**config.mk**
```make
export PLATFORM = sky130hd
export DESIGN_NAME = rei_div
export DESIGN_NICKNAME = d
export VERILOG_FILES = /design/src/rtl/core/rei_div.sv
export SDC_FILE = /design/constraint.sdc
export NUM_CORES = 1
export LEC_CHECK = 0
export CORE_MARGIN = 1.5
export CORE_UTILIZATION = 65
export DETAILED_ROUTE_END_ITERATION = 12
export DONT_BUFFER_PORTS = 1
export PLACE_DENSITY = 0.87
export SETUP_SLACK_MARGIN = 0.02
export SLEW_MARGIN = 10
export SYNTH_ARGS = -nofsm -noshare
export SYNTH_HDL_FRONTEND = slang
export SYNTH_SLANG_ARGS = --single-unit
```
**constraint.sdc**
```tcl
create_clock -name clk -period 6.45 [get_ports clk]
set_input_delay 1.29 -clock clk [delete_from_list [all_inputs] [get_ports clk]]
set_output_delay 1.29 -clock clk [all_outputs]
set_load 0.05 [all_outputs]
```
**src/rtl/core/rei_div.sv**
```systemverilog
// Restoring divider, one quotient bit per stage.
// ovf flags a quotient that does not fit in QB bits.
module rei_div #(
  parameter int NW = 16,
  parameter int VW = 8,
  parameter int QB = 8
) (
  input  logic          clk,
  input  logic [NW-1:0] n,
  input  logic [VW-1:0] v,
  output logic [QB-1:0] q,
  output logic          ovf
);

  logic [VW+QB-1:0] vsh_c;
  logic [NW-1:0]    rem_r [0:QB];
  logic [VW-1:0]    v_r   [0:QB-1];
  logic [QB-1:0]    q_r   [0:QB];
  logic             ovf_r [0:QB];

  assign vsh_c = (VW+QB)'(v) << QB;

  always_ff @(posedge clk) begin
    rem_r[0] <= n;
    v_r[0]   <= v;
    q_r[0]   <= '0;
    ovf_r[0] <= (n >= vsh_c);
  end

  for (genvar k = 1; k <= QB; k++) begin : g_bit
    logic [VW+QB-1:0] trial;
    assign trial = (VW+QB)'(v_r[k-1]) << (QB - k);
    always_ff @(posedge clk) begin
      ovf_r[k] <= ovf_r[k-1];
      if (rem_r[k-1] >= trial) begin
        rem_r[k]        <= NW'(rem_r[k-1] - trial);
        q_r[k]          <= q_r[k-1] | (QB'(1) << (QB - k));
      end else begin
        rem_r[k]        <= rem_r[k-1];
        q_r[k]          <= q_r[k-1];
      end
    end
    if (k < QB) begin : g_pass
      always_ff @(posedge clk) begin
        v_r[k] <= v_r[k-1];
      end
    end
  end

  assign q   = q_r[QB];
  assign ovf = ovf_r[QB];

endmodule

```
==> results of run 1 <==
## cells by family after synthesis
logic type,Yosys count,synth area share (%)
DFF,237,52.1
buffers and inverters,102,4.30
muxes,20,2.44
adders and majority gates,79,11.4
and+or+nand+nor,226,12.4
xor gates and xnor gates,48,4.61
AOI/OAI and AO/OA,183,12.7
## layout make-up
class                           instances  area, µm²  share of cell area [%]
Sequential cell                       237       4740                    47.0
Timing Repair Buffer                    1       7.51                  0.0744
Clock inverter                         13        138                    1.36
Multi-Input combinational cell        556       3980                    39.4
Inverter                               91        342                    3.39
Tap cell                              180        225                    2.23
Clock buffer                           29        658                    6.52
## registers in the layout, indices dropped and copies added (netlist names)
signal	cells
rem_r	128
v_r	64
ovf_r	9
q_r	36
## worst max-delay path, delay by kind of cell (launching register included)
kind | cells | cell delay, ps
AO/OA/AOI/OAI | 2 | 1200
adder cells (fa/ha/maj) | 1 | 350
buffers and inverters | 1 | 50
flip-flops | 1 | 320
multiplexers | 1 | 430
AND/OR/NAND/NOR | 1 | 300
## per-stage QoR
step / area (µm²) / hold slack, ps
finish: 10100 / 325
global route: 10100 / 332
CTS: 10100 / 326
detailed placement: 9300 / 312
global placement: 9300 / 311
floorplan: 9110 / 310
## synthesized netlist by cell type (all sizes together), types with 3 or more instances
library cell  instances  area [µm²]
a211oi                9        67.6
a21boi                3        22.5
a21o                 13        97.6
a21oi                42         210
a31oi                 4        25.0
clkbuf               10        38.8
dfxtp               237        4740
fa                    7         140
ha                   72         901
inv                  91         342
mux2                 18         203
nand2                61         229
nand2b               14        87.6
nand3                11        55.1
nand3b                3        22.5
nand4                 4        25.0
nand4b                6        52.6
nor2                 62         233
nor2b                10        62.6
nor3                 22         110
nor4                 12        90.1
nor4b                 3        26.3
o2111ai               4        35.0
o211ai                5        37.5
o21a                 15         113
o21ai                59         295
o21bai                3        33.8
o22ai                 3        18.8
o31a                  5        43.8
o31ai                 6        45.0
or3                   4        25.0
or4                   3        26.3
xnor2                25         219
xor2                 23         201
## power breakdown
group,total (mW),internal (mW),switching (mW)
clock network,1.36,0.808,0.550
registers,2.10,1.84,0.255
logic,1.53,0.714,0.815
## path summary, 6_finish.rpt
kind              startpoint     endpoint  slack, ps
setup / recovery  v_r[0][18]  rem_r[3][9]       3700
hold / removal     q_r[5][4]    q_r[6][4]        330
setup reg to reg  v_r[0][18]  rem_r[3][9]       3700
hold reg to reg    q_r[5][4]    q_r[6][4]        330
## metal layers
layer	up-vias	part of all wire (%)	global-route usage, %
met5	-	0	0
met4	0	4.6	11.6
met3	57	3.3	3.81
met2	124	55	46.3
met1	2851	37	21.1
li1	3097	-	-
==> reports/results.ini, run 1 <==
[grt]
grt_pass1_wl_mm = 26.9
grt_max_degree = 21
antenna_found_initial = 0
grt_overflow = 0
grt_usage_pct = 22.7
grt_pass1_vias = 6361

[worst_setup_path]
critPathArrivalTime_ps = 3150
cp-start-kind = flip-flop
endpoint_kind = flip-flop
crit_chain = inv_1, ha_1, nor4b_1, a41oi_1, o2111ai_1, mux2_2
critical_path_class = flip-flop to flip-flop
reg2reg_depth = 6
crit_path_max_incr_delay_ps = 980
critPathSlowestCell = o2111ai_1
required_ps = 6850
crit_fanout = 15

[sta]
min_period_ps = 2750
worst_pin_slew_ps = 1180
timing.slew.headroom_pct = 21.0
fin_ws_ps = 3700
setup_tns_ps = 0
hold_viol = 0
maxSlewViolCount = 0
fmax_ghz = 0.364
fin_crit_sh_pct = 42.6
fin_skew_ps = 14.4
grt_setup_unrepaired = no
finalSetupViolCount = 0

[layout]
post-route-util_pct = 73.3
final_common_cell = dfxtp_1
fillCellCount = 995
fin_nets = 1014
n_antenna_cell = 0
layout_common_cells = 237 x dfxtp_1, 91 x inv_1, 72 x ha_1
drive_above_1_share_pct = 7.55
final_cells = 1107
area_growth_pct = 10.7

[floorplanning]
die_x_um = 121
coreArea_mm2 = 0.0138
die_area_mm2 = 0.0147
io-pin-count = 34
num_rows = 43
initial_utilization_pct = 66.2
die_y_um = 121

[synthesis]
synthArstFlopShare_pct = 0
synth.net_count = 999
postSynthCellCount = 895
synth_cell_types = 58
ys_seq_area_share_pct = 52.1
synth_edf_count = 0
synth_area_mm2 = 0.00911
postSynthAreaPerCell_um2 = 10.2
yosys_most_used_dff = dfxtp_1
yosysWarnings = 0
ys_ff_latch = 237

[clock_tree]
cts_setup_buffers = 0
cts_root_buffer = clkbuf_16
ctsLongestPathBuffers = 3
cts_tree = done
numCtsBuffers = 23
ctsResizeCount = 0
clk_pin_slew_ps = 60
cts_hold_buf = 0
clk_latency_ps = 510
cts_sinks = 237
htreeDepth = 1

[placement]
dp_cells = 1065
dp_hpwl_mm = 11.8
gp_congestion = 0.940
port_buffers = 0
pre_cts_ws_ps = 3760

[routing]
ant_nets = 0
firstDrtPassIters = 4
routed_via_density = 5.54
drcViolationCount = 0
drtIter0Drc = 244
vias = 6129
wl_per_cell_um = 14.6
wl_mm = 16.2

[power]
peakVddDrop_uv = 282
finalPower_mw = 4.98
powerDensity_mw_per_mm2 = 494
power.leakage_nw = 4.47

[run_status]
status = finished, final reports clean

[hold_path]
hold_depth = 0
hp-class = flip-flop to flip-flop

[flow_run]
cap_viol_max_count = 0

(Power assumes the default switching activity.)
==> run 2, diff against run 1 <==
--- a/config.mk
+++ b/config.mk
@@ -5,11 +5,12 @@
 export SDC_FILE = /design/constraint.sdc
 export NUM_CORES = 1
 export LEC_CHECK = 0
+export ABC_AREA = 1
 export CORE_MARGIN = 1.5
-export CORE_UTILIZATION = 65
+export CORE_UTILIZATION = 57
 export DETAILED_ROUTE_END_ITERATION = 12
 export DONT_BUFFER_PORTS = 1
-export PLACE_DENSITY = 0.87
+export PLACE_DENSITY = 0.81
 export SETUP_SLACK_MARGIN = 0.02
 export SLEW_MARGIN = 10
 export SYNTH_ARGS = -nofsm -noshare
==> constraint.sdc (replaced) <==
create_clock -name clk -period 2.3 [get_ports clk]
set_input_delay 0.46 -clock clk [delete_from_list [all_inputs] [get_ports clk]]
set_output_delay 0.46 -clock clk [all_outputs]
set_load 0.05 [all_outputs]
==> run 2 against run 1 <==
- final cell count rose by 51%
- first-iteration DRC count up 55%
- die area grew 31%
- wire length rose by 40%
- clock power rose to 2.9 times the previous value
- count of clock-buffer cells in the layout up 1
- total power grew to 3.2 times the previous value
- sequential power rose to 2.8 times the previous value
- critical path depth increased by 4
- global-route usage increased by 1.2 points
- largest power group is now combinational logic
==> reports/results.ini, run 2 <==
[synthesis]
synth_top_area_share_pct = 45.2
synth_edf_count = 0
synth_common_cells = 439 x nand2_1, 237 x dfxtp_1, 229 x inv_1
synth_top_cell_by_area = dfxtp_1
ys_ff_latch = 237
yosys_most_used_dff = dfxtp_1
synth_area_mm2 = 0.0105
yosysWarnings = 0
synth.net_count = 1477
postSynthAreaPerCell_um2 = 7.65
yosysMostFrequentCell = nand2_1
synthArstFlopShare_pct = 0
postSynthCellCount = 1373
synthTopCellsByArea = dfxtp_1 45%, nand2_1 16%, ha_1 8.6%, inv_1 8.2%, nand3_1 3.9%
synth_cell_types = 40
ys_seq_area_share_pct = 45.2

[layout]
n_antenna_cell = 0
fillCellCount = 1387
area_growth_pct = 12.2
fin_area_mm2 = 0.0118
reg.largest.list = rem_r (128), v_r (64), q_r (36)
fin_nets = 1524
multi_input_area_mm2 = 0.00478
regMostFlops = rem_r
drive_above_1_share_pct = 7.65
final_common_cell = nand2_1
layout_common_cells = 439 x nand2_1, 237 x dfxtp_1, 229 x inv_1
ff_latch_area_mm2 = 0.00474
largest_reg_flops = 128

[worst_setup_path]
reg2reg_depth = 10
crit_fanout = 11
cp-start-kind = flip-flop
endpoint_kind = flip-flop
r2r_start = v_r[0][18]
critPathArrivalTime_ps = 2580
r2r-end = rem_r[3][7]
critical_path_class = flip-flop to flip-flop
r2r_setup_slack_ps = 180
required_ps = 2760

[hold_path]
hold_start = n[2]
hp-class = input port to flip-flop
hold_depth = 3
holdPathEnd = ovf_r[0]

[clock_tree]
ctsResizeCount = 0
cts_setup_buffers = 0
htreeDepth = 1
ctsLongestPathBuffers = 3
cts_hold_buf = 24
cts_sinks = 237
clk_latency_ps = 520
numCtsBuffers = 24
clk_pin_slew_ps = 60
cts_root_buffer = clkbuf_16
cts_tree = done

[routing]
firstDrtPassIters = 5
drcViolationCount = 0
drtIter0Drc = 378
vias = 8494
ant_nets = 0
wl_per_cell_um = 13.6
wl_mm = 22.7
routed_via_density = 5.10

[power]
peakVddDrop_uv = 891
finalPower_mw = 15.8
power.leakage_nw = 6.18
powerDensity_mw_per_mm2 = 1340

[placement]
place_area_mm2 = 0.0107
port_buffers = 0
dp_hpwl_mm = 16.4
gp_congestion = 0.926

[sta]
finalSetupViolCount = 0
hold_viol = 0
fin_crit_sh_pct = 92.3
min_period_ps = 2120
grt_setup_unrepaired = no
maxSlewViolCount = 0
worst_pin_slew_ps = 490
hold_slack_ps = 236
fmax_ghz = 0.471
timing.slew.headroom_pct = 67.3
setup_tns_ps = 0
fin_skew_ps = 11.3

[grt]
grt_pass1_vias = 8639
grt_overflow = 0
grt_usage_pct = 23.9
grt_max_degree = 18
antenna_found_initial = 0
grt_pass1_wl_mm = 38.0

[floorplanning]
die_y_um = 139
num_rows = 49
die_area_mm2 = 0.0193
io-pin-count = 34
coreArea_mm2 = 0.0180
initial_utilization_pct = 58.3
die_x_um = 139

[flow_run]
cap_viol_max_count = 0

[run_status]
status = finished, final reports clean

==> run 2: kinds of logic after synthesis <==
| group | count (synthesis) | synth area share [%] |
|---|---|---|
| compound gates | 89 | 5.11 |
| xor+xnor | 25 | 2.08 |
| fa+ha+maj | 79 | 9.91 |
| buf+inv | 250 | 9.37 |
| flops | 237 | 45.2 |
| simple gates | 693 | 28.4 |
==> run 2: how the worst max path moves through the flow <==
stage                   end  slack [ps]  cells past startpoint   startpoint
2_1_floorplan  rem_r[4][11]         550                     10  rem_r[3][4]
3_3_place_gp   rem_r[3][11]         320                     10   v_r[0][18]
3_5_place_dp    rem_r[6][6]         280                     11   v_r[1][12]
4_1_cts         rem_r[3][7]         220                     10   v_r[0][18]
5_1_grt        rem_r[3][12]          40                     10   v_r[0][18]
6_report        rem_r[3][7]         180                     10   v_r[0][18]
==> run 2: layer usage <==
layer	routed length, µm	vias up	track usage [%]
met2	12100	226	47.3
met3	896	103	3.63
li1	-	4340	-
met5	0	-	0
met4	1350	0	14.1
met1	8320	3825	23.0
==> run 2: power by group <==
part           switching (mW)  total (mW)  leakage [nW]  internal [mW]
clock network            1.64        3.93         0.391           2.29
registers               0.690        5.84          1.99           5.15
logic                    3.81        6.00          3.79           2.18
==> run 2: cell type report <==
type                       count  area share, %
timing repair buffer          26           2.17
clock inverter                14           1.18
sequential                   237           40.3
inverter                     245           7.80
clock buffer                  30           5.64
multi-input combinational    886           40.5
tap                          229           2.43
==> run 2: critical path, stage by stage (launching register included) <==
cell and delay, ps:
dfxtp_1 320, inv_1 50, ha_1 380, nand2_1 130, inv_1 190, nand4_1 270, nand2_1 140, nand2_1 70
nand2_1 330, nand2_1 110, nand2_1 90
==> run 2: metrics by stage <==
stage / cells / setup slack [ps] / util [%]
2_1_floorplan: 1373 / 549 / -
3_3_place_gp: 1599 / 317 / 59.6
3_5_place_dp: 1599 / 275 / 59.6
4_1_cts: 1667 / 224 / 65.4
5_1_grt: 1667 / 43.4 / 65.4
6_report: 1667 / 178 / 65.4
