File: src/rtl/core/rei_pkg.sv
package rei_pkg;

  localparam int RAD_W     = 47;
  localparam int HGT_W     = 40;
  localparam int RSUM_W    = 49;
  localparam int CFG_IDX_W = 2;
  localparam int MUL_DIG   = 16;

  localparam int DEFAULT_COORD_W = 48;
  localparam int DEFAULT_DIR_W   = 32;

  localparam logic [RAD_W-1:0] RAD_RESET = RAD_W'(256);

  localparam logic [CFG_IDX_W-1:0] CFG_EQUATOR = CFG_IDX_W'(0);
  localparam logic [CFG_IDX_W-1:0] CFG_POLAR   = CFG_IDX_W'(1);

  typedef enum logic [1:0] {
    ST_HIT  = 2'd0,
    ST_MISS = 2'd1,
    ST_ZERO = 2'd2,
    ST_SAT  = 2'd3
  } status_t;

  function automatic int imax(input int a, input int b);
    return (a > b) ? a : b;
  endfunction

endpackage

File: src/rtl/core/rei_mul.sv
// Signed multiplier, one 16-bit digit of b per stage, then a registered sign fix.
module rei_mul #(
  parameter int WA = 16,
  parameter int WB = 16
) (
  input  logic                    clk,
  input  logic signed [WA-1:0]    a,
  input  logic signed [WB-1:0]    b,
  output logic signed [WA+WB-1:0] p
);

  localparam int DIG = rei_pkg::MUL_DIG;
  localparam int ND  = (WB + DIG - 1) / DIG;
  localparam int WBP = ND * DIG;
  localparam int PW  = WA + WBP;

  logic [WA-1:0]        ma_c;
  logic [WB-1:0]        mb_c;
  logic [WA-1:0]        ma_r  [0:ND-1];
  logic [WBP-1:0]       mb_r  [0:ND-1];
  logic                 neg_r [0:ND];
  logic [PW-1:0]        acc_r [0:ND];
  logic [WA+WB-1:0]     mag_c;
  logic signed [WA+WB-1:0] p_r;

  assign ma_c = a[WA-1] ? WA'(-a) : WA'(a);
  assign mb_c = b[WB-1] ? WB'(-b) : WB'(b);

  always_ff @(posedge clk) begin
    ma_r[0]  <= ma_c;
    mb_r[0]  <= WBP'(mb_c);
    neg_r[0] <= a[WA-1] ^ b[WB-1];
    acc_r[0] <= '0;
  end

  for (genvar k = 1; k <= ND; k++) begin : g_dig
    logic [WA+DIG-1:0] pp;
    assign pp = ma_r[k-1] * mb_r[k-1][DIG*(k-1) +: DIG];
    always_ff @(posedge clk) begin
      neg_r[k] <= neg_r[k-1];
      acc_r[k] <= acc_r[k-1] + (PW'(pp) << (DIG*(k-1)));
    end
    if (k < ND) begin : g_pass
      always_ff @(posedge clk) begin
        ma_r[k] <= ma_r[k-1];
        mb_r[k] <= mb_r[k-1];
      end
    end
  end

  assign mag_c = acc_r[ND][WA+WB-1:0];

  always_ff @(posedge clk) begin
    p_r <= neg_r[ND] ? -signed'(mag_c) : signed'(mag_c);
  end

  assign p = p_r;

endmodule

File: config.mk
export PLATFORM = sky130hd
export DESIGN_NAME = rei_mul
export DESIGN_NICKNAME = d
export VERILOG_FILES = /design/src/rtl/core/rei_pkg.sv /design/src/rtl/core/rei_mul.sv
export SDC_FILE = /design/constraint.sdc
export NUM_CORES = 1
export LEC_CHECK = 0
export BUFFER_PORTS_ARGS = -buffer_cell sky130_fd_sc_hd__clkbuf_2
export CAP_MARGIN = 20
export CORE_MARGIN = 5
export CORE_UTILIZATION = 65
export CTS_BUF_LIST = sky130_fd_sc_hd__clkbuf_4 sky130_fd_sc_hd__clkbuf_8
export CTS_CLUSTER_DIAMETER = 200
export DETAILED_ROUTE_END_ITERATION = 6
export GPL_ROUTABILITY_DRIVEN = 0
export GPL_TIMING_DRIVEN = 0
export PLACE_DENSITY = 0.92
export SLEW_MARGIN = 15
export SYNTH_ARGS = -nofsm -noshare
export SYNTH_HDL_FRONTEND = slang
export SYNTH_SLANG_ARGS = --single-unit
export TNS_END_PERCENT = 100
File: constraint.sdc
create_clock -name clk -period 11.71 [get_ports clk]
set_clock_uncertainty 0.05 [all_clocks]
set_input_delay 2.9275 -clock clk [delete_from_list [all_inputs] [get_ports clk]]
set_output_delay 2.9275 -clock clk [all_outputs]
set_load 0.03 [all_outputs]
==> results.py, run 1 <==
metrics = {
    "global_route": {
        "antenna_found_initial": 1,
        "grt_remaining_overflow": 0,
        "grt_pass1_vias": 9534,
        "grt_pass1_wl_um": 46200,
        "grt_use_total": 0.286,
        "grt_max_degree": 20,
    },
    "clocking": {
        "cts.htree.levels": 3,
        "clockBufferDepth": 2,
        "cts_resized": 0,
        "cts_tree": "done",
        "clockRootBuffer": "clkbuf_8",
        "hold_buffers": 0,
        "cts_sinks": 98,
        "post-cts-setup-buffer-count": 0,
        "numCtsBuffers": 9,
        "clk_latency_ns": 0.41,
        "clkTransAtPathRegs_ns": 0.11,
    },
    "detailed_routing": {
        "drt_iter0_drc": 840,
        "wirelength_um": 28400,
        "vias_per_cell": 5.81,
        "ant_nets": 0,
        "wl_per_cell_um": 18.1,
        "drtPass1Iterations": 5,
        "drc_errors": 0,
        "vias": 9106,
    },
    "synthesis": {
        "yosysUniqueCellTypes": 47,
        "synthXorXnorAreaFrac": 0.0646,
        "ys_seq_elements": 98,
        "syn_area_per_cell_um2": 9.28,
        "yosysTopAreaCell": "fa_1",
        "synth_fa_ha_area_frac": 0.448,
        "synth_edf_count": 0,
        "synth_nets": 1591,
        "synth-async-reset-ratio": 0,
        "synth_top_area_frac": 0.333,
        "synthMuxAreaShare": 0,
        "seq_area_frac_synth": 0.168,
        "ys.flop_type": "dfxtp_1",
        "synthesis.area_um2": 11700,
        "ys_warn_count": 0,
        "synthTopCellsByArea": "fa_1, dfxtp_1, ha_1",
        "synth_top_family_by_area": "adder cells",
        "netlist_instances": 1257,
        "synth-simple-area-share": 0.162,
        "synth_compound_area_frac": 0.0681,
    },
    "worst_setup_path": {
        "cp_data_required_time_ns": 11.99,
        "worst_r2r_path_depth": 19,
        "regToRegStartpoint": "ma_r[0][8]",
        "arrival_ns": 7.23,
        "rr_endpoint": "acc_r[0][62]",
        "criticalPathCategory": "reg -> reg",
        "endpoint_kind": "flop",
        "reg2reg_slack_ns": 4.76,
        "critPathMaxFanout": 10,
        "start_kind": "flop",
    },
    "sta": {
        "finalCritPeriodShare": 0.593,
        "fin_setup_tns_ns": 0,
        "fin_ws_ns": 4.76,
        "slew_headroom": 0.462,
        "final_hold_viol_count": 0,
        "clock.fmax_ghz": 0.144,
        "worst_pin_slew_ns": 0.803,
        "slew_violations": 0,
        "finalCriticalPeriod_ns": 6.95,
        "grt_setup_unrepaired": "no",
        "setup_violations": 0,
    },
    "finish": {
        "fin_nets": 1666,
        "fin_area_um2": 12500,
        "synthToLayoutAreaGrowth_pct": 6.86,
        "drive_above_1_share": 0.0703,
        "n_fill_cell": 1231,
        "diodes": 0,
    },
    "floorplanning": {
        "rows": 49,
        "die_area_um2": 20700,
        "chipWidth_um": 144,
        "pin_count": 65,
        "die_h_um": 144,
        "coreArea_um2": 17800,
        "initial_core_util": 0.653,
    },
    "placed_design": {
        "place_area_um2": 12300,
        "portBuffers": 64,
        "pre_cts_ws_ns": 4.91,
        "dp_hpwl_um": 23200,
    },
    "hold_path": {
        "min_path_type": "reg -> reg",
        "hold_depth": 0,
        "hold_path_startpoint": "acc_r[0][32]",
        "min_to": "p[0]",
    },
    "flow_run": {
        "max_cap_viol_count": 0,
    },
    "status": {
        "status": "completed",
    },
}
-- how the worst max path moves through the flow --
stage / startpoint / end / slack [ns]
2_1_floorplan: mb_r[0][1] / acc_r[0][62] / 6.04
3_3_place_gp: ma_r[0][10] / acc_r[0][60] / 5.11
3_5_place_dp: ma_r[0][10] / acc_r[0][62] / 4.91
4_1_cts: ma_r[0][10] / acc_r[0][62] / 4.84
5_1_grt: ma_r[0][8] / acc_r[0][62] / 4.49
6_report: ma_r[0][8] / acc_r[0][62] / 4.76
-- layout by cell type, fill, tap and decap left out, types with 3 or more instances in the layout --
cell type,synthesis,layout
a211oi_1,3,3
a21o_1,10,10
a21oi_1,30,30
a31oi_1,5,5
and2_1,124,124
clkbuf_1,41,41
clkbuf_2,0,64
clkbuf_8,0,9
dfxtp_1,98,98
fa_1,194,194
ha_1,107,107
inv_1,233,233
inv_8,0,4
nand2_1,172,172
nand2b_1,6,6
nand3_1,10,10
nand4_1,6,6
nor2_1,17,17
nor2b_1,5,5
nor3_1,6,6
o21a_1,5,5
o21ai_0,33,33
o21bai_1,3,3
o31ai_1,15,15
o41ai_1,6,6
or3_1,5,5
or3_4,3,3
or4_1,8,8
xnor2_1,73,73
xor2_1,13,13
-- cells in the mapped netlist, types with 10 or more instances --
library cell    n
xnor2_1        73
fa_1          194
nand3_1        10
xor2_1         13
inv_1         233
and2_1        124
dfxtp_1        98
nor2_1         17
nand2_1       172
clkbuf_1       41
o21ai_0        33
a21oi_1        30
o31ai_1        15
a21o_1         10
ha_1          107
-- metal layers --
metal,part of all wire,wire length [um],global-route usage
met3,0.098,2790,0.0689
met2,0.48,13700,0.464
met4,0.054,1530,0.153
met1,0.36,10300,0.355
met5,0.0014,40,0
-- kinds of logic (layout without fill, tap and decap cells) --
kind of cell	Yosys count	count (layout)
compound gates	124	124
xor+xnor	86	86
fa+ha+maj	301	301
buf+inv	275	355
flops	98	98
simple gates	373	373
-- layout make-up --
type / count / area, um^2 / area share
buffer: 42 / 165 / 0.0133
clock buffer: 9 / 124 / 0.00994
clock inverter: 7 / 68.8 / 0.00552
inverter: 233 / 875 / 0.0702
multi-input combinational: 884 / 8660 / 0.695
sequential: 98 / 1960 / 0.157
tap: 229 / 287 / 0.0230
timing repair buffer: 64 / 320 / 0.0257
-- sequential cells by signal (all words and copies together) (netlist names) --
name and cells:
acc_r 32, ma_r 16, mb_r 16, neg_r 2, p 32
-- worst max-delay path: stages (launching register included) --
cell	delay, ns
dfxtp_1	0.54
clkbuf_1	0.54
nand2_1	0.16
fa_1	0.48
fa_1	0.59
fa_1	0.46
fa_1	0.53
inv_1	0.06
fa_1	0.53
inv_1	0.06
fa_1	0.55
inv_1	0.04
ha_1	0.39
nand4_1	0.15
nand2b_1	0.17
o31a_1	0.16
a31oi_1	0.68
a31oi_1	0.27
o21ai_0	0.29
xor2_1	0.16
-- stage by stage --
step / utilization / hold slack [ns] / std cells
2_1_floorplan: - / 0.260 / 1257
3_3_place_gp: 0.687 / 0.341 / 1550
3_5_place_dp: 0.687 / 0.341 / 1550
4_1_cts: 0.698 / 0.363 / 1566
5_1_grt: 0.698 / 0.371 / 1566
6_report: 0.698 / 0.362 / 1566
Power of run 1 is left out: the tool's default activity adds up to more than one toggle a clock period on the data nets, which glitch-free logic cannot reach.
==> inputs of run 2 (changes only) <==
CORE_UTILIZATION = 59   (was 65)
PLACE_DENSITY = 0.89   (was 0.92)
clock period = 6.2 ns   (was 11.71 ns; I/O delays follow)
==> run 2 against run 1 <==
Sequential cell count did not move; critical path depth down 1; first-iteration DRC count down 16%; setup slack got worse by 4.7 ns; routed wire length rose by 0.37%; global-route usage fell by 2.4 points; fmax grew 13%; core utilization fell by 4.7 points; register-to-register slack worse by 4.7 ns; critical endpoint is now acc_r[0][60]; highest routed layer is now met4.
==> results.py, run 2 (synthesis gave the netlist of run 1 again) <==
metrics = {
    "worst_setup_path": {
        "arrival_ns": 6.37,
        "rr_endpoint": "acc_r[0][60]",
        "reg2reg_slack_ns": 0.07,
        "cp_data_required_time_ns": 6.44,
        "endpoint_kind": "flop",
        "crit_path_start": "mb_r[0][13]",
        "endpoint": "acc_r[0][60]",
        "start_kind": "flop",
        "criticalPathCategory": "reg -> reg",
        "regToRegStartpoint": "mb_r[0][13]",
        "critPathMaxFanout": 10,
        "worst_r2r_path_depth": 18,
    },
    "clocking": {
        "cts_sinks": 98,
        "clkTransAtPathRegs_ns": 0.11,
        "hold_buffers": 0,
        "cts.htree.levels": 3,
        "clockBufferDepth": 2,
        "clk_latency_ns": 0.41,
        "clockRootBuffer": "clkbuf_8",
        "cts_tree": "done",
        "numCtsBuffers": 9,
    },
    "detailed_routing": {
        "ant_nets": 0,
        "highest_layer": "met4",
        "vias_per_cell": 5.65,
        "wl_met3_um": 2850,
        "routed-wl-met2_um": 14000,
        "drt_iter0_drc": 704,
        "wirelength_um": 28500,
        "wl_per_cell_um": 17.8,
        "vias": 9059,
        "met1Wirelength_um": 10200,
        "drtPass1Iterations": 5,
        "drc_errors": 0,
    },
    "finish": {
        "layout_commonest_cell": "inv_1",
        "fin_nets": 1667,
        "synthToLayoutAreaGrowth_pct": 8.72,
        "stdcell_count": 1603,
        "drive_above_1_share": 0.117,
        "diodes": 0,
        "final_cell_mix": "inv_1, fa_1, nand2_1, and2_1, ha_1",
    },
    "placed_design": {
        "dp_hpwl_um": 23300,
        "dp.cells": 1586,
        "portBuffers": 64,
    },
    "floorplanning": {
        "chipWidth_um": 151,
        "rows": 51,
        "initial_core_util": 0.599,
        "pin_count": 65,
        "coreArea_um2": 19500,
        "die_h_um": 151,
        "die_area_um2": 22700,
    },
    "sta": {
        "finalCritPeriodShare": 0.989,
        "finalCriticalPeriod_ns": 6.13,
        "clock.fmax_ghz": 0.163,
        "slew_violations": 0,
        "setup_violations": 0,
        "final_hold_viol_count": 0,
        "grt_setup_unrepaired": "yes",
        "worst_pin_slew_ns": 0.588,
        "slew_headroom": 0.608,
    },
    "global_route": {
        "grt_pass1_wl_um": 46500,
        "grt_use_total": 0.262,
        "grt_pass1_vias": 9579,
        "grt_remaining_overflow": 0,
        "antenna_found_initial": 0,
        "grt_max_degree": 20,
    },
    "hold_path": {
        "hold_depth": 0,
        "min_path_type": "reg -> reg",
    },
    "status": {
        "status": "completed",
    },
    "flow_run": {
        "max_cap_viol_count": 0,
    },
}
run 2: changes by cell type in the layout (fill, tap and decap cells not counted), moves of 4 or more:
cell / previous run / this run
dfxtp_1: 98 / 76
dfxtp_2: 0 / 21
clkbuf_2: 64 / 74
buf_2: 0 / 7
clkbuf_4: 0 / 12
clkbuf_1: 41 / 10
a31oi_1: 5 / 1
run 2: worst min-delay path by stage:
stage	from	to
5_1_grt	acc_r[0][32]	p[0]
3_5_place_dp	neg_r[0][0]	neg_r[0][1]
2_1_floorplan	neg_r[0][0]	neg_r[0][1]
6_report	neg_r[0][0]	neg_r[0][1]
4_1_cts	neg_r[0][0]	neg_r[0][1]
3_3_place_gp	neg_r[0][0]	neg_r[0][1]
run 2: timing repair:
item / CTS / global route
gates resized for setup: 34 / 74
endpoints found under the setup margin: 12 / 12
setup buffers: 0 / 1
cloned: 0 / 0
pin swaps: 0 / 1
run 2: stage by stage:
step	TNS (ns)	hold WS, ns	cell area [um^2]	setup slack, ns	utilization
after floorplan	0	0.260	11700	0.526	-
after global placement	-1.61	0.333	12300	-0.397	0.633
after detailed placement	-3.56	0.340	12300	-0.544	0.633
after CTS	0	0.361	12600	0.00287	0.646
after global routing	-0.127	0.365	12700	-0.111	0.651
final	0	0.358	12700	0.0691	0.651
run 2: worst max-delay path: stages (launching register included):
cell	delay [ns]
dfxtp_1	0.63
clkbuf_2	0.33
and2_1	0.21
fa_1	0.41
fa_1	0.43
fa_1	0.57
fa_1	0.44
fa_1	0.51
inv_1	0.06
fa_1	0.47
inv_1	0.04
ha_1	0.39
and3_1	0.25
o211a_1	0.19
a21oi_1	0.11
a31oi_4	0.30
a41o_1	0.23
a311oi_1	0.09
a211oi_1	0.31
run 2: routing by layer:
metal / track usage / vias to the layer above
met5: 0.00455 / -
met2: 0.441 / 502
met4: 0.130 / 0
met3: 0.0695 / 142
li1: - / 4030
met1: 0.311 / 4385
run 2: cell type report:
class | count | area (um^2)
Multi-Input combinational cell | 884 | 8710
Clock buffer | 9 | 124
Tap cell | 265 | 332
Sequential cell | 98 | 1990
Clock inverter | 7 | 72.6
Inverter | 233 | 875
Fill cell | 1423 | 6790
Buffer | 42 | 239
Timing Repair Buffer | 65 | 328
Power of run 2 is left out for the same reason.
