<file path="config.mk">
export PLATFORM = sky130hd
export DESIGN_NAME = rei_isqrt
export DESIGN_NICKNAME = d
export VERILOG_FILES = /design/src/rtl/core/rei_isqrt.sv
export SDC_FILE = /design/constraint.sdc
export NUM_CORES = 1
export LEC_CHECK = 0
export ABC_AREA = 1
export BUFFER_PORTS_ARGS = -buffer_cell sky130_fd_sc_hd__buf_2
export CAP_MARGIN = 20
export CORE_AREA = 4 4 106 108
export CTS_CLUSTER_DIAMETER = 200
export CTS_CLUSTER_SIZE = 30
export DETAILED_ROUTE_END_ITERATION = 8
export DIE_AREA = 0 0 110 112
export PLACE_DENSITY = 0.76
export RECOVER_POWER = 50
export SYNTH_ARGS = -nofsm -noshare
export SYNTH_HDL_FRONTEND = slang
export SYNTH_SLANG_ARGS = --single-unit
</file>
<file path="constraint.sdc">
create_clock -name clk -period 2.4 [get_ports clk]
set_input_delay 0.24 -clock clk [delete_from_list [all_inputs] [get_ports clk]]
set_output_delay 0.24 -clock clk [all_outputs]
set_load 0.005 [all_outputs]
</file>
<file path="src/rtl/core/rei_isqrt.sv">
// Floor square root, one root bit per stage.
module rei_isqrt #(
  parameter int W = 16
) (
  input  logic           clk,
  input  logic [W-1:0]   rad,
  output logic [W/2-1:0] root
);

  localparam int N = W / 2;

  logic [W-1:0]   rad_r  [0:N-1];
  logic [N-1:0]   root_r [0:N-1];
  logic [N+1:0]   rem_r  [0:N-1];

  for (genvar k = 0; k < N; k++) begin : g_step
    logic [W-1:0] rad_i;
    logic [N-1:0] root_i;
    logic [N+1:0] rem_i;
    logic [N+3:0] remx;
    logic [N+3:0] trial;
    if (k == 0) begin : g_first
      assign rad_i  = rad;
      assign root_i = '0;
      assign rem_i  = '0;
    end else begin : g_next
      assign rad_i  = rad_r[k-1];
      assign root_i = root_r[k-1];
      assign rem_i  = rem_r[k-1];
    end
    assign remx  = {rem_i, rad_i[W-1:W-2]};
    assign trial = (N+4)'({root_i, 2'b01});
    always_ff @(posedge clk) begin
      rad_r[k] <= rad_i << 2;
      if (remx >= trial) begin
        rem_r[k]  <= (N+2)'(remx - trial);
        root_r[k] <= {root_i[N-2:0], 1'b1};
      end else begin
        rem_r[k]  <= (N+2)'(remx);
        root_r[k] <= {root_i[N-2:0], 1'b0};
      end
    end
  end

  assign root = root_r[N-1];

endmodule

</file>
==> flow_metrics.py, run 1 <==
metrics = {
    "place": {
        "detailed_place_hpwl_um": 8190,
        "globalplace.congestion": 0.947,
        "io_buffer_count": 24,
        "pre_cts_slack_ns": 0.559,
    },
    "detailed_routing": {
        "routedWlPerCell_um": 12.3,
        "per_cell_via_count_in_the_routed_design": 4.86,
        "drt_iter0_drc": 266,
        "firstDrtPassIters": 5,
        "detail-route-antenna-nets": 0,
        "drc": 0,
        "detail_route.wirelength_um": 11200,
        "route.vias.total": 4424,
    },
    "clock_network": {
        "tritoncts": "done",
        "clk_latency_ns": 0.52,
        "clock_sinks": 155,
        "cts.root.buffer_cell": "clkbuf_8",
        "cts-buffers-inserted": 17,
        "h-tree-depth": 4,
        "cts_setup_buffers": 0,
        "clock_tree.buffer_depth": 2,
        "clkTransAtPathRegs_ns": 0.07,
    },
    "synth": {
        "number_of_register_bits_inferred_by_synthesis": 155,
        "synth_top_family_by_area": "simple AND/OR/NAND/NOR gates",
        "yosys_most_used_dff": "dfxtp_1",
        "post_synth_simple_gate_area": 0.220,
        "synth_fp_nets": 763,
        "asyncSetResetFlopFracSynth": 0,
        "netlist_instances": 704,
        "synth-edff-count": 0,
        "synth_xor_xnor_area_share": 0.0291,
        "syn-mean-instance-area_um2": 8.55,
        "post_synthesis_instance_area_mm2": 0.00602,
        "synthMuxAreaShare": 0,
        "yosys.area_share.adder": 0.0873,
        "netlist-cell-type-count": 32,
        "synth_sequential_area_ratio": 0.515,
        "synth.yosys.warnings": 0,
        "synth_compound_area_frac": 0.0752,
    },
    "worst_setup_path": {
        "slowest_stage": "ha_1",
        "endpoint_required_time_on_the_critical_path_ns": 2.81,
        "crit_arrival_ns": 2.26,
        "worst_r2r_startpoint": "root_r[0][17]",
        "largest_stage_delay_worst_path_ns": 0.34,
        "crit_start": "root_r[0][17]",
        "critical_path_buf_inv_count": 2,
        "path_cells": "inv_1, ha_1, a21oi_1, o21ai_2, nand2_1, nand2_2, nor2_4, inv_1, nand2_1, nand2_1",
        "top_fanout_value_on_the_critical_path": 15,
        "critical_path.endpoint_type": "flop",
        "criticalPathCategory": "flop to flop",
        "worstReg2RegEnd": "rem_r[3][0]",
        "critical_path.most_common_cell": "nand2_1",
        "start_kind": "flop",
        "timing.reg2reg.worst_path_depth": 10,
        "critical-path-top-delay-family": "simple AND/OR/NAND/NOR gates",
        "reg2reg_setup_slack_ns": 0.55,
    },
    "timing": {
        "post-route-period-util": 0.770,
        "setup_repair_after_global_routing_missed_its_margin": "false",
        "fin_tns_setup_ns": 0,
        "finalHoldViolations": 0,
        "minimum_clock_period_after_layout_ns": 1.85,
        "whs_ns": 0.327,
        "finalSetupViolCount": 0,
        "final_max_slew_violation_count": 0,
        "clock.fmax_mhz": 541,
        "skew_ns": 0.00775,
        "final_critical_path_setup_slack_ns": 0.553,
    },
    "die": {
        "placeable_core_region_mm2": 0.0102,
        "pin_count": 25,
        "initial_core_util": 0.589,
        "design.die.area_mm2": 0.0123,
        "placementRows": 37,
        "die_y_um": 112,
        "floorplan.die.width_um": 110,
    },
    "worst_hold_path": {
        "startpoint_of_the_lowest_slack_hold_path": "rad_r[1][11]",
        "hold_depth": 0,
        "hold_path_end": "rad_r[2][13]",
        "holdCritPathClass": "flop to flop",
    },
    "global_route": {
        "grt_antenna_before_repair": 0,
        "grt.total_usage": 0.202,
        "grt_pass1_wl_um": 19500,
        "grt_max_degree": 19,
        "first_global_vias": 4439,
        "grt_overflow": 0,
    },
    "status": {
        "status": "completed",
    },
    "pwr": {
        "static-leakage-power_uw": 0.00359,
        "pwr_density_cell_mw_per_mm2": 1080,
        "vdd_drop_max_v": 0.000704,
    },
    "final_layout": {
        "drive_above_1_share": 0.124,
        "diodes": 0,
        "area_delta_synth_final_pct": 16.8,
        "final_net_count": 820,
    },
    "flow_run": {
        "max-cap-violations": 0,
    },
}
## cells in the mapped netlist, types with 2 or more instances
master,number,area share
o21ai_1,7,0.0058
a21oi_1,28,0.023
or2_2,2,0.0021
nor2_2,4,0.0042
nand4_1,8,0.0083
nand2_1,175,0.11
a21oi_2,7,0.010
inv_4,2,0.0021
o21ai_0,21,0.017
inv_2,3,0.0019
xnor2_1,8,0.012
inv_1,99,0.062
nor3_1,3,0.0025
o21ai_2,11,0.016
nand3_2,2,0.0033
buf_6,2,0.0037
nor2_4,2,0.0037
nand2_2,4,0.0042
ha_1,42,0.087
xor2_1,12,0.017
dfxtp_1,155,0.52
nand3b_1,5,0.0062
nand3_1,42,0.035
nand3_4,2,0.0058
nor2_1,51,0.032
## where the power goes
part	switching [uW]	internal, uW	total, uW	leakage [uW]
clock	1170	1380	2550	0.000291
combinational	1100	703	1800	0.00200
sequential	236	3040	3270	0.00130
total	2500	5120	7620	0.00359
## layer usage
| metal | share of wire | wire length [um] | vias to the layer above | GRT usage |
|---|---|---|---|---|
| met1 | 0.46 | 5140 | 1985 | 0.254 |
| met3 | 0.040 | 450 | 16 | 0.0446 |
| met5 | 0 | 0 | - | 0 |
| met4 | 0.017 | 194 | 0 | 0.0831 |
| li1 | - | - | 2334 | - |
| met2 | 0.48 | 5440 | 89 | 0.333 |
## kinds of logic (layout without fill, tap and decap cells)
family                   count (synthesis)  after routing
adder cells (fa/ha/maj)                 42             42
flip-flops                             155            155
XOR/XNOR                                20             20
AND/OR/NAND/NOR                        303            303
buffers and inverters                  107            177
AO/OA/AOI/OAI                           76             76
other                                    1              1
## through the flow
| step | cell area, um^2 | util | total power [uW] | std cells |
|---|---|---|---|---|
| after global placement | 6270 | 0.613 | 5030 | 861 |
| after detailed placement | 6270 | 0.613 | 5080 | 861 |
| after CTS | 7030 | 0.687 | 7680 | 910 |
| final | 7030 | 0.687 | 7620 | 910 |
| after global routing | 7030 | 0.687 | 8110 | 910 |
| after floorplan | 6020 | - | 4680 | 704 |
## timing repair
| action | 4_1_cts | 5_1_grt |
|---|---|---|
| hold endpoints to repair | 17 | 0 |
| hold buffers | 17 | 0 |
| gates resized for setup | 0 | 0 |
## layout make-up
type	count	area (um^2)
fill	773	3200
sequential	155	3100
multi-input combinational	442	2480
clock buffer	18	428
inverter	104	395
timing repair buffer	41	290
tap	136	170
clock inverter	14	165
## how the worst max path moves through the flow
stage	to	cells past startpoint	slack, ns
after detailed placement	rem_r[3][0]	10	0.56
final	rem_r[3][0]	10	0.55
after floorplan	rem_r[3][3]	9	0.86
after global routing	rem_r[3][0]	10	0.36
after global placement	rem_r[5][6]	9	0.64
after CTS	rem_r[3][0]	10	0.55
## flip-flops by register name, summed over array words and instances, names as in the netlist
signal,cells
rem_r,63
rad_r,56
root_r,36
## placed cells by master, fill, tap and decap left out, types with 2 or more instances in the layout
cell type / n
clkinv_4: 2
inv_8: 5
inv_4: 2
inv_2: 3
nand2_1: 175
nor2_1: 51
nor2_2: 4
o21ai_2: 11
o21ai_1: 7
nand3_1: 42
or2_2: 2
o21ai_0: 21
clkbuf_8: 2
clkbuf_16: 16
dlygate4sd3_1: 17
nand4_1: 8
inv_1: 99
nand3_4: 2
xnor2_1: 8
nand3_2: 2
inv_6: 3
buf_2: 24
dfxtp_1: 155
clkinv_8: 4
nor3_1: 3
a21oi_1: 28
ha_1: 42
nand2_2: 4
nor2_4: 2
xor2_1: 12
a21oi_2: 7
nand3b_1: 5
No activity file was read; power rests on OpenSTA's default activity.
==> inputs of run 2 (changes only) <==
--- a/config.mk
+++ b/config.mk
@@ -5,15 +5,15 @@
 export SDC_FILE = /design/constraint.sdc
 export NUM_CORES = 1
 export LEC_CHECK = 0
-export ABC_AREA = 1
+export ABC_AREA = 0
 export BUFFER_PORTS_ARGS = -buffer_cell sky130_fd_sc_hd__buf_2
 export CAP_MARGIN = 20
-export CORE_AREA = 4 4 106 108
+export CORE_AREA = 4 4 101 103
 export CTS_CLUSTER_DIAMETER = 200
 export CTS_CLUSTER_SIZE = 30
 export DETAILED_ROUTE_END_ITERATION = 8
-export DIE_AREA = 0 0 110 112
-export PLACE_DENSITY = 0.76
+export DIE_AREA = 0 0 105 107
+export PLACE_DENSITY = 0.77
 export RECOVER_POWER = 50
 export SYNTH_ARGS = -nofsm -noshare
 export SYNTH_HDL_FRONTEND = slang
==> constraint.sdc (replaced) <==
create_clock -name clk -period 1.7 [get_ports clk]
set_input_delay 0.17 -clock clk [delete_from_list [all_inputs] [get_ports clk]]
set_output_delay 0.17 -clock clk [all_outputs]
set_load 0.005 [all_outputs]
==> run 2 against run 1 <==
Compared with the run above:
- the flow now finishes with violations (negative setup slack)
- clock-buffer cell count fell by 1
- register-to-register slack worse by 1.1 ns
- sequential power is 46% higher
- global-route usage up 10 points
==> flow_metrics.py, run 2 <==
metrics = {
    "detailed_routing": {
        "detail-route-antenna-nets": 0,
        "routedWlPerCell_um": 27.7,
        "drc": 0,
        "route.vias.total": 5026,
        "firstDrtPassIters": 6,
        "per_cell_via_count_in_the_routed_design": 6.37,
        "detail_route.wirelength_um": 21800,
        "drt_iter0_drc": 443,
    },
    "synth": {
        "yosys-top-cells-count": "dfxtp_1, inv_1, ha_1",
        "netlist-cell-type-count": 47,
        "yosys.area.top_type": "dfxtp_1",
        "synth.area.top_cells": "dfxtp_1, ha_1, xnor2_1",
        "netlist_instances": 510,
        "post_synthesis_instance_area_mm2": 0.00552,
        "synth.yosys.warnings": 0,
        "synth_sequential_area_ratio": 0.562,
        "synth.most_common_cell": "dfxtp_1",
        "yosys_most_used_dff": "dfxtp_1",
        "synth_fp_nets": 569,
        "synth-edff-count": 0,
        "number_of_register_bits_inferred_by_synthesis": 155,
        "yosysTopAreaCellShare": 0.562,
        "asyncSetResetFlopFracSynth": 0,
        "syn-mean-instance-area_um2": 10.8,
    },
    "timing": {
        "skew_ns": 0.0139,
        "max_slew.worst_pin.slew_ns": 0.664,
        "whs_ns": 0.258,
        "minimum_clock_period_after_layout_ns": 2.29,
        "fin_tns_setup_ns": -13.63,
        "final_critical_path_setup_slack_ns": -0.590,
        "final_max_slew_violation_count": 0,
        "clock.fmax_mhz": 437,
        "finalSetupViolCount": 61,
        "setup_repair_after_global_routing_missed_its_margin": "true",
        "post-route-period-util": 1.35,
        "finalHoldViolations": 0,
        "worst_max_slew_margin_expressed_relative_to_the_limit": 0.553,
    },
    "final_layout": {
        "drive_above_1_share": 0.503,
        "reg.largest.list": "rem_r: 63 flops, rad_r: 56 flops, root_r: 36 flops",
        "final_net_count": 724,
        "n_fill_cell": 277,
        "utilization": 0.905,
        "diodes": 0,
        "leading_cell_type_in_the_layout_fill_and_taps_excluded": "dfxtp_1",
        "regMostFlops": "rem_r",
        "post_layout_nonfiller_instances": 789,
        "final_cell_mix": "dfxtp_1, buf_4, inv_1",
        "area_delta_synth_final_pct": 50.8,
        "largest_reg_flops": 63,
    },
    "worst_setup_path": {
        "critical_path.endpoint_type": "flop",
        "criticalPathCategory": "flop to flop",
        "slowest_stage": "dfxtp_1",
        "worst_r2r_startpoint": "rad_r[2][13]",
        "crit_arrival_ns": 2.75,
        "crit_start": "rad_r[2][13]",
        "endpoint_required_time_on_the_critical_path_ns": 2.16,
        "path_cells": "inv_1, buf_4, ha_1, nand4_1, nand2_1, a2111oi_4, buf_4, nor3_2, xor2_1",
        "start_kind": "flop",
        "critical_path.most_common_cell": "buf_4",
        "top_fanout_value_on_the_critical_path": 4,
        "largest_stage_delay_worst_path_ns": 0.37,
    },
    "clock_network": {
        "clk_latency_ns": 0.55,
        "h-tree-depth": 4,
        "clkTransAtPathRegs_ns": 0.08,
        "clock_tree.buffer_depth": 2,
        "tritoncts": "done",
        "clock_sinks": 155,
        "cts-buffers-inserted": 17,
        "cts.root.buffer_cell": "clkbuf_8",
    },
    "die": {
        "design.die.area_mm2": 0.0112,
        "placeable_core_region_mm2": 0.00920,
        "floorplan.die.width_um": 105,
        "die_y_um": 107,
        "placementRows": 35,
        "initial_core_util": 0.600,
        "pin_count": 25,
    },
    "place": {
        "globalplace.congestion": 0.889,
        "io_buffer_count": 24,
        "detailed_place_hpwl_um": 8030,
        "place_inst": 716,
        "pre_cts_slack_ns": -0.335,
    },
    "worst_hold_path": {
        "startpoint_of_the_lowest_slack_hold_path": "rad[12]",
        "holdCritPathClass": "primary input to flop",
    },
    "global_route": {
        "first_global_vias": 4967,
        "grt_overflow": 0,
        "grt_pass1_wl_um": 25900,
        "grt_max_degree": 20,
        "grt_antenna_before_repair": 1,
        "grt.total_usage": 0.302,
    },
    "status": {
        "status": "finished with violations",
        "failed_checks": "negative setup slack",
    },
    "flow_run": {
        "max-cap-violations": 0,
    },
    "pwr": {
        "vdd_drop_max_v": 0.00107,
        "static-leakage-power_uw": 0.00367,
        "pwr_density_cell_mw_per_mm2": 1460,
    },
}
[run 2: what timing repair did]
item	in CTS	in global routing
hold buffers	17	0
gates resized for setup	93	111
gates cloned	2	0
endpoints found under the setup margin	54	66
setup buffers	14	9
endpoints found under the hold margin	17	0
pin swaps	27	32
[run 2: path summary, 6_finish.rpt]
check,end,slack [ns],cells past startpoint
setup / recovery,rem_r[3][7],-0.59,9
hold / removal,rad_r[0][12],0.26,2
setup reg to reg,rem_r[3][7],-0.59,9
hold reg to reg,rad_r[4][13],0.33,0
[run 2: area by class of cell]
type	count	area, um^2	share of cell area
tap	111	139	0.0167
clock buffer	17	414	0.0498
multi-input combinational	297	3140	0.377
sequential	155	3150	0.378
timing repair buffer	141	1110	0.133
clock inverter	15	180	0.0216
inverter	53	199	0.0239
[run 2: metrics by stage]
step | cell area (um^2) | power, uW
after floorplan | 5760 | 6180
after global placement | 6540 | 6850
after detailed placement | 6540 | 7020
after CTS | 7790 | 11100
after global routing | 8320 | 12400
final | 8320 | 12100
[run 2: cell families after synthesis]
kind of cell	Yosys count	synth area share
buffers and inverters	59	0.0419
AO/OA/AOI/OAI	82	0.0929
XOR/XNOR	35	0.0555
flip-flops	155	0.562
AND/OR/NAND/NOR	119	0.115
adder cells (fa/ha/maj)	42	0.0952
other	1	0.000679
multiplexers	17	0.0365
[run 2: worst max-delay path, delay by kind of cell, from the launching register on]
kind,cells,cell delay [ns]
and+or+nand+nor,3,0.58
buffers and inverters,3,0.48
DFF,1,0.37
AOI/OAI and AO/OA,1,0.36
xor gates and xnor gates,1,0.21
adders and majority gates,1,0.20
[run 2: report_power, final]
part           switching, uW  internal [uW]
clock network           1950           1940
logic                   1690           1780
registers                502           4260
total                   4140           7980
[run 2: metal layers]
layer	routed length, um	track usage
met5	13	0
met2	10500	0.582
met3	1870	0.0753
met4	2280	0.207
met1	7170	0.276
==> inputs of run 3 (changes only) <==
--- a/config.mk
+++ b/config.mk
@@ -8,11 +8,11 @@
 export ABC_AREA = 0
 export BUFFER_PORTS_ARGS = -buffer_cell sky130_fd_sc_hd__buf_2
 export CAP_MARGIN = 20
-export CORE_AREA = 4 4 101 103
+export CORE_AREA = 4 4 73 143
 export CTS_CLUSTER_DIAMETER = 200
 export CTS_CLUSTER_SIZE = 30
 export DETAILED_ROUTE_END_ITERATION = 8
-export DIE_AREA = 0 0 105 107
+export DIE_AREA = 0 0 77 147
 export PLACE_DENSITY = 0.77
 export RECOVER_POWER = 50
 export SYNTH_ARGS = -nofsm -noshare
==> run 3 against run 2 <==
Compared with the run above:
- the flow still finishes with violations (negative setup slack)
- fmax increased by 2.6%
- first-iteration DRC count shrank 8.1%
- worst setup slack improved by 0.059 ns
- hold slack better by 0.069 ns
- critical path type unchanged
- largest cell class unchanged
==> flow_metrics.py, run 3 (synthesis results as in run 2) <==
metrics = {
    "status": {
        "status": "finished with violations",
        "failed_checks": "negative setup slack",
    },
    "global_route": {
        "grt_overflow": 0,
        "grt_antenna_before_repair": 0,
        "grt_max_degree": 17,
        "grt.total_usage": 0.288,
        "grt_pass1_wl_um": 24500,
        "first_global_vias": 5015,
    },
    "place": {
        "globalplace.congestion": 0.997,
        "pre_cts_slack_ns": -0.342,
        "io_buffer_count": 24,
        "detailed_place_hpwl_um": 8880,
    },
    "die": {
        "initial_core_util": 0.592,
        "floorplan.die.width_um": 77,
        "die_y_um": 147,
        "placementRows": 50,
        "pin_count": 25,
        "design.die.area_mm2": 0.0113,
        "placeable_core_region_mm2": 0.00932,
    },
    "worst_setup_path": {
        "reg2reg_setup_slack_ns": -0.53,
        "criticalPathCategory": "flop to flop",
        "crit_arrival_ns": 2.57,
        "slowest_stage": "dfxtp_2",
        "endpoint_required_time_on_the_critical_path_ns": 2.04,
        "top_fanout_value_on_the_critical_path": 6,
        "start_kind": "flop",
        "critical_path_buf_inv_count": 3,
        "path_cells": "inv_1, ha_4, o21a_1, o31a_1, a2111oi_4, buf_4, buf_12, mux2i_1",
        "critical-path-top-delay-family": "compound AO/OA/AOI/OAI gates",
        "critical_path.endpoint_type": "flop",
        "largest_stage_delay_worst_path_ns": 0.40,
    },
    "detailed_routing": {
        "routedWlPerCell_um": 26.3,
        "detail-route-antenna-nets": 0,
        "firstDrtPassIters": 5,
        "detail_route.wirelength_um": 20500,
        "drt_iter0_drc": 407,
        "route.vias.total": 4812,
        "drc": 0,
        "per_cell_via_count_in_the_routed_design": 6.17,
    },
    "final_layout": {
        "final_net_count": 722,
        "area_delta_synth_final_pct": 49.9,
        "utilization": 0.888,
        "n_fill_cell": 318,
        "largest_reg_flops": 63,
        "drive_above_1_share": 0.478,
        "reg.largest.list": "rem_r: 63 flops, rad_r: 56 flops, root_r: 36 flops",
        "leading_cell_type_in_the_layout_fill_and_taps_excluded": "dfxtp_1",
        "regMostFlops": "rem_r",
        "diodes": 0,
        "final_cell_mix": "dfxtp_1, buf_4, inv_1",
    },
    "timing": {
        "finalHoldViolations": 0,
        "final_max_slew_violation_count": 0,
        "setup_repair_after_global_routing_missed_its_margin": "true",
        "post-route-period-util": 1.31,
        "final_critical_path_setup_slack_ns": -0.531,
        "clock.fmax_mhz": 448,
        "minimum_clock_period_after_layout_ns": 2.23,
        "skew_ns": 0.0101,
        "finalSetupViolCount": 59,
    },
    "worst_hold_path": {
        "holdCritPathClass": "flop to flop",
    },
    "pwr": {
        "pwr_density_cell_mw_per_mm2": 1470,
        "vdd_drop_max_v": 0.00130,
        "static-leakage-power_uw": 0.00370,
    },
    "clock_network": {
        "cts.root.buffer_cell": "clkbuf_16",
        "clock_tree.buffer_depth": 2,
        "clkTransAtPathRegs_ns": 0.07,
        "clk_latency_ns": 0.44,
        "cts-buffers-inserted": 17,
        "tritoncts": "done",
        "clock_sinks": 155,
        "h-tree-depth": 4,
    },
    "flow_run": {
        "max-cap-violations": 0,
    },
}
-- run 3: layout make-up --
class / instances / area, um^2 / area share
Sequential cell: 155 / 3130 / 0.378
Multi-Input combinational cell: 297 / 3080 / 0.372
Timing Repair Buffer: 139 / 1120 / 0.135
Clock buffer: 17 / 425 / 0.0514
Clock inverter: 15 / 200 / 0.0242
Inverter: 53 / 199 / 0.0240
Tap cell: 104 / 130 / 0.0157
-- run 3: stage by stage --
step | total power (uW) | TNS (ns) | area (um^2) | hold slack, ns | cells
global route | 12500 | -16.15 | 8280 | 0.332 | 780
detailed placement | 7100 | -10.38 | 6580 | 0.274 | 713
finish | 12200 | -13.97 | 8280 | 0.327 | 780
floorplan | 6180 | -3.75 | 5760 | 0.198 | 510
global placement | 6910 | -7.37 | 6580 | 0.273 | 713
CTS | 11400 | -7.46 | 7910 | 0.326 | 773
-- run 3: timing repair --
action	CTS	global route
setup buffers	11	8
pin swaps	25	24
endpoints found under the setup margin	53	62
hold endpoints to repair	17	0
cloned	2	1
resized for setup	98	75
hold buffers	16	0
-- run 3: worst paths after layout --
path                                    start           to  cells past startpoint
worst max register to register  root_r[0][18]  rem_r[3][1]                      8
worst min register to register    rad_r[3][7]  rad_r[4][9]                      0
worst min-delay path              rad_r[3][7]  rad_r[4][9]                      0
worst max-delay path            root_r[0][18]  rem_r[3][1]                      8
-- run 3: report_power, final --
part           total [uW]  leakage (uW)  switching, uW  internal (uW)
clock network        4050      0.000307           1680           2370
logic                3390       0.00210           1630           1750
registers            4730       0.00130            468           4260
-- run 3: worst reg2reg max path, cell delays in order (launching register included) --
cell and delay (ns):
dfxtp_2 0.40, inv_1 0.17, ha_4 0.31, o21a_1 0.12
o31a_1 0.16, a2111oi_4 0.37, buf_4 0.20, buf_12 0.14
mux2i_1 0.27
-- run 3: layer usage --
metal | GRT usage | wire length, um
met1 | 0.217 | 6100
met2 | 0.567 | 11000
met3 | 0.0644 | 1230
met4 | 0.261 | 2190
met5 | 0 | 0
